`src/design/tasp_pkg.sv`:
```
// Shared types and constants for the three-axis slew-limited positioner.
// No dependencies; used by the channel interfaces and all design modules.

package tasp_pkg;

   // Axis and field geometry
   localparam int AXES     = 3;   // active axes
   localparam int AXES_MAX = 3;   // axes carried in the channel payloads
   localparam int LANE_W   = 16;  // width of one packed register lane
   localparam int ANGLE_W  = 16;  // saturation width of the joint output
   localparam int REG_W    = AXES_MAX * LANE_W;
   localparam int DIST_W   = LANE_W + 1;
   localparam int PROD_W   = 2 * LANE_W;

   // Arithmetic constants
   localparam int FACTOR_SHIFT = 14;
   localparam int ONE_Q15      = 32768;
   localparam int DIV_STEPS    = 15;
   localparam int CNT_W        = $clog2(DIV_STEPS);

   localparam logic [REG_W-1:0] FACTOR_RESET = {AXES_MAX{16'h4000}};

   // Item kinds
   localparam logic KIND_SET  = 1'b0;
   localparam logic KIND_TICK = 1'b1;

   // Configuration register indexes
   typedef logic [1:0] csr_idx_type;
   localparam csr_idx_type CSR_MIN_ANGLES   = 2'd0;
   localparam csr_idx_type CSR_MAX_ANGLES   = 2'd1;
   localparam csr_idx_type CSR_TURN_STEPS   = 2'd2;
   localparam csr_idx_type CSR_AXIS_FACTORS = 2'd3;

   // Status of one axis lane toward the merge stage
   typedef struct packed {
      logic              done;
      logic              clamped;
      logic              finished;
      logic [LANE_W-1:0] joint;
      logic [LANE_W-1:0] progress;
   } lane_stat_type;

endpackage

```
`src/design/tasp_channels.sv`:
```
// Valid/ready channel interfaces for the positioner request and response beats.
// Depends on tasp_pkg for field widths.

interface tasp_req_if;
   logic                                valid;
   logic                                ready;
   logic                                kind;
   logic signed [tasp_pkg::LANE_W-1:0]  target_pitch;
   logic signed [tasp_pkg::LANE_W-1:0]  target_yaw;
   logic signed [tasp_pkg::LANE_W-1:0]  target_roll;

   modport source (output valid, kind, target_pitch, target_yaw, target_roll,
                   input ready);
   modport sink   (input valid, kind, target_pitch, target_yaw, target_roll,
                   output ready);
endinterface

interface tasp_rsp_if;
   logic                                valid;
   logic                                ready;
   logic                                target_in_range;
   logic signed [tasp_pkg::LANE_W-1:0]  joint_pitch;
   logic signed [tasp_pkg::LANE_W-1:0]  joint_yaw;
   logic signed [tasp_pkg::LANE_W-1:0]  joint_roll;
   logic [tasp_pkg::LANE_W-1:0]         progress_pitch;
   logic [tasp_pkg::LANE_W-1:0]         progress_yaw;
   logic [tasp_pkg::LANE_W-1:0]         progress_roll;
   logic [tasp_pkg::AXES_MAX-1:0]       finished_mask;

   modport source (output valid, target_in_range, joint_pitch, joint_yaw, joint_roll,
                   progress_pitch, progress_yaw, progress_roll, finished_mask,
                   input ready);
   modport sink   (input valid, target_in_range, joint_pitch, joint_yaw, joint_roll,
                   progress_pitch, progress_yaw, progress_roll, finished_mask,
                   output ready);
endinterface

```
`src/design/tasp_lane.sv`:
```
// One axis lane: target clamp, slew step, joint scaling and a serial
// restoring divider for the progress fraction. Depends on tasp_pkg.

module tasp_lane (
   input  logic                              clock,
   input  logic                              reset,
   input  logic                              go,
   input  logic                              kind,
   input  logic signed [tasp_pkg::LANE_W-1:0] target,
   input  logic signed [tasp_pkg::LANE_W-1:0] min_angle,
   input  logic signed [tasp_pkg::LANE_W-1:0] max_angle,
   input  logic [tasp_pkg::LANE_W-1:0]        step,
   input  logic signed [tasp_pkg::LANE_W-1:0] factor,
   input  logic                              take,
   output tasp_pkg::lane_stat_type            stat
);

   typedef enum logic [1:0] {ST_IDLE, ST_PREP, ST_DIV, ST_DONE} state_type;

   localparam int LW = tasp_pkg::LANE_W;
   localparam int DW = tasp_pkg::DIST_W;
   localparam int PW = tasp_pkg::PROD_W;
   localparam logic signed [PW:0] ROUND_BIAS = (PW+1)'(1 << (tasp_pkg::FACTOR_SHIFT - 1));
   localparam logic signed [PW:0] SAT_HI = (PW+1)'((1 << (tasp_pkg::ANGLE_W - 1)) - 1);
   localparam logic signed [PW:0] SAT_LO = -SAT_HI - (PW+1)'(1);

   state_type                    state_ff, state_in;
   logic signed [LW-1:0]         ideal_ff, ideal_in;
   logic signed [LW-1:0]         current_ff, current_in;
   logic [DW-1:0]                start_ff, start_in;
   logic                         clamped_ff, clamped_in;
   logic signed [PW-1:0]         prod_ff, prod_in;
   logic [DW-1:0]                rem_ff, rem_in;
   logic [DW-1:0]                div_ff, div_in;
   logic [tasp_pkg::DIV_STEPS-1:0] quo_ff, quo_in;
   logic [tasp_pkg::CNT_W-1:0]   cnt_ff, cnt_in;
   logic                         zero_ff, zero_in;
   logic                         over_ff, over_in;

   logic signed [LW-1:0] clip_hi, clip_lo;
   logic signed [DW-1:0] set_diff, cur_diff, delta, step_s;
   logic [DW-1:0]        set_dist, cur_dist;
   logic [DW:0]          rem_x2;
   logic signed [PW:0]   rounded, shifted;
   logic signed [LW-1:0] joint_val;

   // Clamp: maximum first, then minimum
   assign clip_hi  = (target > max_angle) ? max_angle : target;
   assign clip_lo  = (clip_hi < min_angle) ? min_angle : clip_hi;
   assign set_diff = DW'(clip_lo) - DW'(current_ff);
   assign set_dist = set_diff[DW-1] ? DW'(-set_diff) : DW'(set_diff);

   // Distance still to go, also the slew delta before limiting
   assign cur_diff = DW'(ideal_ff) - DW'(current_ff);
   assign cur_dist = cur_diff[DW-1] ? DW'(-cur_diff) : DW'(cur_diff);
   assign step_s   = signed'({1'b0, step});
   always_comb begin
      delta = cur_diff;
      if (cur_diff > step_s) delta = step_s;
      if (cur_diff < -step_s) delta = -step_s;
   end

   // One restoring division step
   assign rem_x2 = {rem_ff, 1'b0};

   // Next-state logic
   always_comb begin
      state_in   = state_ff;
      ideal_in   = ideal_ff;
      current_in = current_ff;
      start_in   = start_ff;
      clamped_in = clamped_ff;
      prod_in    = prod_ff;
      rem_in     = rem_ff;
      div_in     = div_ff;
      quo_in     = quo_ff;
      cnt_in     = cnt_ff;
      zero_in    = zero_ff;
      over_in    = over_ff;
      unique case (state_ff)
         ST_IDLE: begin
            if (go) begin
               if (kind == tasp_pkg::KIND_SET) begin
                  ideal_in   = clip_lo;
                  start_in   = set_dist;
                  clamped_in = (target > max_angle) || (clip_hi < min_angle);
               end else begin
                  current_in = current_ff + delta[LW-1:0];
                  clamped_in = 1'b0;
               end
               state_in = ST_PREP;
            end
         end
         ST_PREP: begin
            prod_in  = current_ff * factor;
            rem_in   = cur_dist;
            div_in   = start_ff;
            zero_in  = (start_ff == '0);
            over_in  = (cur_dist >= start_ff);
            quo_in   = '0;
            cnt_in   = '0;
            state_in = ST_DIV;
         end
         ST_DIV: begin
            if (rem_x2 >= {1'b0, div_ff}) begin
               rem_in = DW'(rem_x2 - {1'b0, div_ff});
               quo_in = {quo_ff[tasp_pkg::DIV_STEPS-2:0], 1'b1};
            end else begin
               rem_in = rem_x2[DW-1:0];
               quo_in = {quo_ff[tasp_pkg::DIV_STEPS-2:0], 1'b0};
            end
            cnt_in = cnt_ff + 1'b1;
            if (cnt_ff == tasp_pkg::CNT_W'(tasp_pkg::DIV_STEPS - 1)) state_in = ST_DONE;
         end
         ST_DONE: begin
            if (take) state_in = ST_IDLE;
         end
         default: state_in = ST_IDLE;
      endcase
   end

   always_ff @(posedge clock) begin
      if (reset) begin
         state_ff   <= ST_IDLE;
         ideal_ff   <= '0;
         current_ff <= '0;
         start_ff   <= '0;
      end else begin
         state_ff   <= state_in;
         ideal_ff   <= ideal_in;
         current_ff <= current_in;
         start_ff   <= start_in;
      end
      clamped_ff <= clamped_in;
      prod_ff    <= prod_in;
      rem_ff     <= rem_in;
      div_ff     <= div_in;
      quo_ff     <= quo_in;
      cnt_ff     <= cnt_in;
      zero_ff    <= zero_in;
      over_ff    <= over_in;
   end

   // Joint: round half up, drop the Q2.14 fraction, saturate
   assign rounded = (PW+1)'(prod_ff) + ROUND_BIAS;
   assign shifted = rounded >>> tasp_pkg::FACTOR_SHIFT;
   always_comb begin
      if (shifted > SAT_HI)      joint_val = SAT_HI[LW-1:0];
      else if (shifted < SAT_LO) joint_val = SAT_LO[LW-1:0];
      else                       joint_val = shifted[LW-1:0];
   end

   // Lane status toward the merge stage
   always_comb begin
      stat.done     = (state_ff == ST_DONE);
      stat.clamped  = clamped_ff;
      stat.finished = (ideal_ff == current_ff);
      stat.joint    = joint_val;
      if (zero_ff)      stat.progress = LW'(tasp_pkg::ONE_Q15);
      else if (over_ff) stat.progress = '0;
      else              stat.progress = LW'(tasp_pkg::ONE_Q15) - LW'(quo_ff);
   end

endmodule

```
`src/design/tasp_merge.sv`:
```
// Merge stage: waits for all lanes, combines their status into one response
// beat and holds it in the output register. Depends on tasp_pkg, tasp_rsp_if.

module tasp_merge (
   input  logic                    clock,
   input  logic                    reset,
   input  logic                    kind,
   input  tasp_pkg::lane_stat_type stats [tasp_pkg::AXES_MAX],
   output logic                    take,
   tasp_rsp_if.source              rsp_chan
);

   localparam int LW = tasp_pkg::LANE_W;

   logic                          valid_ff, valid_in;
   logic                          in_range_ff;
   logic [LW-1:0]                 joint_ff    [tasp_pkg::AXES_MAX];
   logic [LW-1:0]                 progress_ff [tasp_pkg::AXES_MAX];
   logic [tasp_pkg::AXES_MAX-1:0] mask_ff;
   logic                          all_done;
   logic                          any_clamped;
   logic [tasp_pkg::AXES_MAX-1:0] mask_cmb;

   // Gather lane results
   always_comb begin
      all_done    = 1'b1;
      any_clamped = 1'b0;
      for (int i = 0; i < tasp_pkg::AXES_MAX; i++) begin
         all_done    = all_done & stats[i].done;
         any_clamped = any_clamped | stats[i].clamped;
         mask_cmb[i] = stats[i].finished;
      end
   end

   assign take = all_done && (!valid_ff || rsp_chan.ready);

   always_comb begin
      valid_in = valid_ff;
      if (take)                valid_in = 1'b1;
      else if (rsp_chan.ready) valid_in = 1'b0;
   end

   // Output register
   always_ff @(posedge clock) begin
      if (reset) begin
         valid_ff <= 1'b0;
      end else begin
         valid_ff <= valid_in;
      end
      if (take) begin
         in_range_ff <= (kind == tasp_pkg::KIND_SET) && !any_clamped;
         mask_ff     <= mask_cmb;
         for (int i = 0; i < tasp_pkg::AXES_MAX; i++) begin
            joint_ff[i]    <= stats[i].joint;
            progress_ff[i] <= stats[i].progress;
         end
      end
   end

   assign rsp_chan.valid           = valid_ff;
   assign rsp_chan.target_in_range = in_range_ff;
   assign rsp_chan.joint_pitch     = joint_ff[0];
   assign rsp_chan.joint_yaw       = joint_ff[1];
   assign rsp_chan.joint_roll      = joint_ff[2];
   assign rsp_chan.progress_pitch  = progress_ff[0];
   assign rsp_chan.progress_yaw    = progress_ff[1];
   assign rsp_chan.progress_roll   = progress_ff[2];
   assign rsp_chan.finished_mask   = mask_ff;

endmodule

```
`src/design/three_axis_slew_limited_positioner_top.sv`:
```
// Each request runs through the prepare step and the 15-step serial divider in
// each axis lane, all lanes running side by side; a new request is taken only
// once the previous lane results are merged into the response register.
// The response register frees the request side: a new beat is taken while a
// finished one still waits. Reset (synchronous, active high) zeroes all angles
// and limits and sets each axis factor to 1.0. Depends on tasp_pkg, channels.

module three_axis_slew_limited_positioner_top (
   input  logic                               clock,
   input  logic                               reset,
   tasp_req_if.sink                           req_chan,
   tasp_rsp_if.source                         rsp_chan,
   input  logic                               csr_we,
   input  tasp_pkg::csr_idx_type              csr_index,
   input  logic [tasp_pkg::REG_W-1:0]         csr_wdata
);

   localparam int LW = tasp_pkg::LANE_W;

   logic [tasp_pkg::REG_W-1:0] min_ff, max_ff, steps_ff, factors_ff;
   logic                       busy_ff, busy_in;
   logic                       kind_ff;
   logic                       accept;
   logic                       take;
   logic signed [LW-1:0]       targets [tasp_pkg::AXES_MAX];
   tasp_pkg::lane_stat_type    stats   [tasp_pkg::AXES_MAX];

   // Configuration registers
   always_ff @(posedge clock) begin
      if (reset) begin
         min_ff     <= '0;
         max_ff     <= '0;
         steps_ff   <= '0;
         factors_ff <= tasp_pkg::FACTOR_RESET;
      end else if (csr_we) begin
         unique case (csr_index)
            tasp_pkg::CSR_MIN_ANGLES:   min_ff     <= csr_wdata;
            tasp_pkg::CSR_MAX_ANGLES:   max_ff     <= csr_wdata;
            tasp_pkg::CSR_TURN_STEPS:   steps_ff   <= csr_wdata;
            tasp_pkg::CSR_AXIS_FACTORS: factors_ff <= csr_wdata;
            default: ;
         endcase
      end
   end

   // Request handshake: one item in flight
   assign req_chan.ready = !busy_ff;
   assign accept         = req_chan.valid && !busy_ff;

   always_comb begin
      busy_in = busy_ff;
      if (accept)    busy_in = 1'b1;
      else if (take) busy_in = 1'b0;
   end

   always_ff @(posedge clock) begin
      if (reset) begin
         busy_ff <= 1'b0;
      end else begin
         busy_ff <= busy_in;
      end
      if (accept) kind_ff <= req_chan.kind;
   end

   assign targets[0] = req_chan.target_pitch;
   assign targets[1] = req_chan.target_yaw;
   assign targets[2] = req_chan.target_roll;

   // Axis lanes; unused axes report done with zero fields
   for (genvar i = 0; i < tasp_pkg::AXES_MAX; i++) begin : g_lane
      if (i < tasp_pkg::AXES) begin : g_on
         tasp_lane u_lane (
            .clock     (clock),
            .reset     (reset),
            .go        (accept),
            .kind      (req_chan.kind),
            .target    (targets[i]),
            .min_angle (min_ff[i*LW +: LW]),
            .max_angle (max_ff[i*LW +: LW]),
            .step      (steps_ff[i*LW +: LW]),
            .factor    (factors_ff[i*LW +: LW]),
            .take      (take),
            .stat      (stats[i])
         );
      end else begin : g_off
         assign stats[i] = '{done: 1'b1, clamped: 1'b0, finished: 1'b0,
                             joint: '0, progress: '0};
      end
   end

   tasp_merge u_merge (
      .clock    (clock),
      .reset    (reset),
      .kind     (kind_ff),
      .stats    (stats),
      .take     (take),
      .rsp_chan (rsp_chan)
   );

   // Checks
   a_take_needs_busy: assert property (@(posedge clock) disable iff (reset)
      take |-> busy_ff)
      else $error("result merged with no item in flight");

   a_accept_sets_busy: assert property (@(posedge clock) disable iff (reset)
      accept |=> busy_ff && !req_chan.ready)
      else $error("request side open while an item is in flight");

   a_finished_full_progress: assert property (@(posedge clock) disable iff (reset)
      rsp_chan.valid && rsp_chan.finished_mask[0] |->
         rsp_chan.progress_pitch == LW'(tasp_pkg::ONE_Q15))
      else $error("finished pitch axis without full progress");

   a_take_loads_valid: assert property (@(posedge clock) disable iff (reset)
      take |=> rsp_chan.valid)
      else $error("merged result not presented");

endmodule

```
`src/flat_wrapper.sv`:
```
// flat-port wrapper written by rule: the top's interface ports become plain ports
module three_axis_slew_limited_positioner_top_flat 
  (clock, reset, csr_we, csr_index, csr_wdata, req_chan_valid, req_chan_kind, req_chan_target_pitch, req_chan_target_yaw, req_chan_target_roll, req_chan_ready, rsp_chan_valid, rsp_chan_target_in_range, rsp_chan_joint_pitch, rsp_chan_joint_yaw, rsp_chan_joint_roll, rsp_chan_progress_pitch, rsp_chan_progress_yaw, rsp_chan_progress_roll, rsp_chan_finished_mask, rsp_chan_ready);
  tasp_req_if req_chan_i ();
  tasp_rsp_if rsp_chan_i ();
  input  logic clock;
  input  logic reset;
  input  logic csr_we;
  input  tasp_pkg::csr_idx_type csr_index;
  input  logic [tasp_pkg::REG_W-1:0] csr_wdata;
  input wire logic [$bits(req_chan_i.valid)-1:0] req_chan_valid;
  input wire logic [$bits(req_chan_i.kind)-1:0] req_chan_kind;
  input wire logic [$bits(req_chan_i.target_pitch)-1:0] req_chan_target_pitch;
  input wire logic [$bits(req_chan_i.target_yaw)-1:0] req_chan_target_yaw;
  input wire logic [$bits(req_chan_i.target_roll)-1:0] req_chan_target_roll;
  output wire logic [$bits(req_chan_i.ready)-1:0] req_chan_ready;
  output wire logic [$bits(rsp_chan_i.valid)-1:0] rsp_chan_valid;
  output wire logic [$bits(rsp_chan_i.target_in_range)-1:0] rsp_chan_target_in_range;
  output wire logic [$bits(rsp_chan_i.joint_pitch)-1:0] rsp_chan_joint_pitch;
  output wire logic [$bits(rsp_chan_i.joint_yaw)-1:0] rsp_chan_joint_yaw;
  output wire logic [$bits(rsp_chan_i.joint_roll)-1:0] rsp_chan_joint_roll;
  output wire logic [$bits(rsp_chan_i.progress_pitch)-1:0] rsp_chan_progress_pitch;
  output wire logic [$bits(rsp_chan_i.progress_yaw)-1:0] rsp_chan_progress_yaw;
  output wire logic [$bits(rsp_chan_i.progress_roll)-1:0] rsp_chan_progress_roll;
  output wire logic [$bits(rsp_chan_i.finished_mask)-1:0] rsp_chan_finished_mask;
  input wire logic [$bits(rsp_chan_i.ready)-1:0] rsp_chan_ready;
  assign req_chan_i.valid = req_chan_valid;
  assign req_chan_i.kind = req_chan_kind;
  assign req_chan_i.target_pitch = req_chan_target_pitch;
  assign req_chan_i.target_yaw = req_chan_target_yaw;
  assign req_chan_i.target_roll = req_chan_target_roll;
  assign req_chan_ready = req_chan_i.ready;
  assign rsp_chan_valid = rsp_chan_i.valid;
  assign rsp_chan_target_in_range = rsp_chan_i.target_in_range;
  assign rsp_chan_joint_pitch = rsp_chan_i.joint_pitch;
  assign rsp_chan_joint_yaw = rsp_chan_i.joint_yaw;
  assign rsp_chan_joint_roll = rsp_chan_i.joint_roll;
  assign rsp_chan_progress_pitch = rsp_chan_i.progress_pitch;
  assign rsp_chan_progress_yaw = rsp_chan_i.progress_yaw;
  assign rsp_chan_progress_roll = rsp_chan_i.progress_roll;
  assign rsp_chan_finished_mask = rsp_chan_i.finished_mask;
  assign rsp_chan_i.ready = rsp_chan_ready;
  three_axis_slew_limited_positioner_top u_core (.clock(clock), .reset(reset), .req_chan(req_chan_i), .rsp_chan(rsp_chan_i), .csr_we(csr_we), .csr_index(csr_index), .csr_wdata(csr_wdata));
endmodule
```
`config.mk`:
```
export PLATFORM = sky130hd
export DESIGN_NAME = three_axis_slew_limited_positioner_top_flat
export DESIGN_NICKNAME = d
export VERILOG_FILES = /design/src/design/tasp_pkg.sv /design/src/design/tasp_channels.sv /design/src/design/tasp_lane.sv /design/src/design/tasp_merge.sv /design/src/design/three_axis_slew_limited_positioner_top.sv /design/src/flat_wrapper.sv
export SDC_FILE = /design/constraint.sdc
export NUM_CORES = 2
export LEC_CHECK = 0
export BUFFER_PORTS_ARGS = -buffer_cell sky130_fd_sc_hd__buf_4
export CAP_MARGIN = 10
export CORE_MARGIN = 4
export CORE_UTILIZATION = 65
export DETAILED_ROUTE_END_ITERATION = 8
export PLACE_DENSITY = 0.8
export SYNTH_ARGS = -nofsm -noshare
export SYNTH_HDL_FRONTEND = slang
export SYNTH_SLANG_ARGS = --single-unit
```
`constraint.sdc`:
```
create_clock -name clock -period 8.8 [get_ports clock]
set_clock_uncertainty 0.05 [all_clocks]
set_input_delay 0.88 -clock clock [delete_from_list [all_inputs] [get_ports clock]]
set_output_delay 0.88 -clock clock [all_outputs]
set_load 0.02 [all_outputs]
```
==> flow_summary.ini <==
[outcome]
status = finished, final reports clean

[logic_synthesis]
synth_nets = 10100
postSynthAreaPerCell_um2 = 8.77
synth_ff_type = dfxtp_1
synth_warnings = 0
synth_area_mm2 = 0.0741
synthCells = 8446
seq_area_frac_synth = 0.226
synth_edf_count = 326
ys_seq_elements = 673
synth.distinct_cells = 108
async_reset_ff_frac = 0

[timing]
finalCritPeriodShare = 0.905
post-route-min-period_ns = 7.97
setup_ws_ns = 0.833
max_slew.worst_pin.slew_ns = 1.23
finalSetupTns_ns = 0
hold_violations = 0
fmaxAchievable_mhz = 126
rsz0062_at_grt = false
relSlewSlack = 0.174
drv_slew = 0
finalSetupViolations = 0

[job]
cap_violations = 0

[worst_setup_path]
critical-path-slowest-cell = a2111oi_0
r2r-end = u_core.g_lane[1].g_on.u_lane.current_ff[15]
r2r-start = u_core.g_lane[1].g_on.u_lane.current_ff[1]
startpoint = u_core.g_lane[1].g_on.u_lane.current_ff[1]
cp_max_fo = 10
r2r_setup_slack_ns = 0.83
crit_required_ns = 9.32
worstSetupEndpointType = flip-flop
rr_worst_depth = 29
crit_end = u_core.g_lane[1].g_on.u_lane.current_ff[15]
crit_path_start_kind = flip-flop
worstSetupPathType = flip-flop to flip-flop
critical_path.max_stage_delay_ns = 0.67
cp.arrival_ns = 8.49

[grt]
grt.total_usage = 0.338
grt_start_max_net_pins = 95
grt_overflow_total = 0
first_global_vias = 61200
grt_pass1_wl_um = 327000
grt_antenna_before_repair = 15

[die]
start_util = 0.657
die_area_mm2 = 0.119
die_w_um = 346
row_count = 123
io_pins = 206
core-area_mm2 = 0.113
die_h_um = 346

[cts]
cts_sinks = 673
clkSlewWorstSetupHoldPaths_ns = 0.06
post_cts_buffers = 0
clkLatencyLatePin_ns = 0.69
h-tree-depth = 3
clockBufferDepth = 3
ctsHoldBuffers = 0
cts_tree = built
cts_buffers = 80
postCtsResizedCells = 0
cts-root-buf = clkbuf_16

[drt]
dr_wl_met3_um = 14300
detail-route-antenna-nets = 0
drc = 0
drt-vias-per-instance = 5.98
route.met2.wl_um = 96500
drt-wirelength-per-cell_um = 20.1
wl_um = 202000
drtIter0Drc = 5004
drt-pass1-iter-count = 6
wl_met1_um = 82200
vias = 60300
top_layer = met5

[min_path]
hold_path.class = flip-flop to flip-flop

[place]
gp_congestion = 0.957
hpwl_um = 159000
place_ws_ns = 0.496
placed_area_mm2 = 0.0771
io_buffers = 205

[cells_and_area]
drive_above_1_share = 0.0651
nFillCells = 8721
utilization = 0.708
final_area_mm2 = 0.0799
area_growth_pct = 7.87
nNetsFinal = 10100
flip-flops by register name, indices dropped and copies added, names as in the netlist, 6 cells and up:
| signal | count |
|---|---|
| u_core.steps_ff | 48 |
| u_core.g_lane.g_on.u_lane.prod_ff | 57 |
| u_core.u_merge.progress_ff | 48 |
| u_core.min_ff | 48 |
| u_core.g_lane.g_on.u_lane.div_ff | 51 |
| u_core.g_lane.g_on.u_lane.cnt_ff | 12 |
| u_core.g_lane.g_on.u_lane.ideal_ff | 48 |
| u_core.g_lane.g_on.u_lane.quo_ff | 45 |
| u_core.max_ff | 48 |
| u_core.g_lane.g_on.u_lane.rem_ff | 51 |
| u_core.factors_ff | 48 |
| u_core.g_lane.g_on.u_lane.state_ff | 6 |
| u_core.u_merge.joint_ff | 48 |
| u_core.g_lane.g_on.u_lane.start_ff | 51 |
| u_core.g_lane.g_on.u_lane.current_ff | 48 |
synth_stat cells (all sizes together), types with 22 or more instances:
library cell,instances,area share
nand3,110,0.0074
o21a,83,0.0084
ha,705,0.12
or3,44,0.0038
mux2,22,0.0033
a21o,93,0.0094
nor4,43,0.0037
xor2,144,0.017
or2,28,0.0024
nand2b,59,0.0050
a21oi,565,0.038
nand4,73,0.0062
a31oi,49,0.0041
nor2b,63,0.0054
fa,795,0.21
nor3,109,0.0075
o311ai,32,0.0038
and2,341,0.029
nand4b,53,0.0063
o21ai,278,0.019
o31ai,28,0.0032
mux2i,48,0.0065
nand3b,62,0.0063
dfxtp,347,0.094
or4,22,0.0023
clkbuf,331,0.017
and3,35,0.0030
xnor2,261,0.031
nor2,480,0.024
o211ai,60,0.0061
edfxtp,326,0.13
inv,1250,0.063
nand2,1169,0.059
a211oi,84,0.0086
layout make-up:
| class | count | area (um^2) | area share |
|---|---|---|---|
| multi-input cells | 6177 | 51400 | 0.644 |
| well taps | 1500 | 1880 | 0.0235 |
| clock buffers | 105 | 2240 | 0.0280 |
| clock inverters | 45 | 508 | 0.00636 |
| inverters | 1252 | 4700 | 0.0588 |
| diodes | 13 | 32.5 | 0.000407 |
| flip-flops and latches | 673 | 16700 | 0.209 |
| repair buffers | 315 | 2370 | 0.0297 |
through the flow:
stage / cells / hold slack, ns
2_1_floorplan: 8446 / 0.381
3_3_place_gp: 9917 / 0.389
3_5_place_dp: 9917 / 0.398
4_1_cts: 10100 / 0.404
5_1_grt: 10100 / 0.428
6_report: 10100 / 0.405
placed cells by master, fill, tap and decap left out, types with 42 or more instances in the layout:
cell type | synthesis | routed
inv_1 | 1249 | 1248
fa_1 | 795 | 795
a21oi_1 | 564 | 563
nor4_1 | 42 | 42
xnor2_1 | 260 | 260
a211oi_1 | 82 | 80
nor2b_1 | 62 | 59
and2_1 | 341 | 341
edfxtp_1 | 326 | 326
xor2_1 | 144 | 144
o21ai_0 | 253 | 252
nor2_1 | 480 | 477
clkbuf_16 | 0 | 83
nor3_1 | 107 | 107
nand4b_1 | 53 | 53
nand3_1 | 110 | 109
dfxtp_1 | 347 | 347
a21o_1 | 93 | 93
o21a_1 | 83 | 83
nand4_1 | 73 | 73
buf_4 | 1 | 314
nand2b_1 | 59 | 59
nand3b_1 | 61 | 61
a31oi_1 | 49 | 49
mux2i_1 | 48 | 48
nand2_1 | 1169 | 1169
o211ai_1 | 59 | 59
or3_1 | 43 | 43
ha_1 | 705 | 701
worst min path at each step:
stage,start,to,cells past startpoint
global placement,u_core.g_lane[1].g_on.u_lane.start_ff[7],u_core.g_lane[1].g_on.u_lane.div_ff[7],0
detailed placement,u_core.max_ff[5],u_core.max_ff[5],2
CTS,csr_wdata[30],u_core.steps_ff[30],3
global route,u_core.steps_ff[41],u_core.steps_ff[41],2
finish,u_core.max_ff[5],u_core.max_ff[5],2
floorplan,u_core.g_lane[0].g_on.u_lane.start_ff[16],u_core.g_lane[0].g_on.u_lane.div_ff[16],0
routing by layer:
metal  global-route usage  vias up
met1                0.444    29500
met2                0.567     2249
met4                0.137        8
met5                    0        -
li1                     -    28100
met3               0.0463      463
logic make-up (layout without fill, tap and decap cells):
kind of cell / Yosys count / count (layout) / synth area share
AO/OA/AOI/OAI: 1474 / 1474 / 0.125
other: 0 / 13 / 0
XOR/XNOR: 405 / 405 / 0.0480
buffers and inverters: 1596 / 1717 / 0.0809
flip-flops: 673 / 673 / 0.226
multiplexers: 70 / 70 / 0.00983
adder cells (fa/ha/maj): 1500 / 1500 / 0.334
AND/OR/NAND/NOR: 2728 / 2728 / 0.176
critical path, delay by kind of cell (launching register included):
family / cells / cell delay [ns]
AOI/OAI and AO/OA: 14 / 3.70
and+or+nand+nor: 10 / 2.08
adders and majority gates: 3 / 1.13
muxes: 1 / 0.34
DFF: 1 / 0.32
buffers and inverters: 1 / 0.24
Power is not shown: default switching activity piles up to over one toggle a cycle in this logic, so the estimate is an artifact.
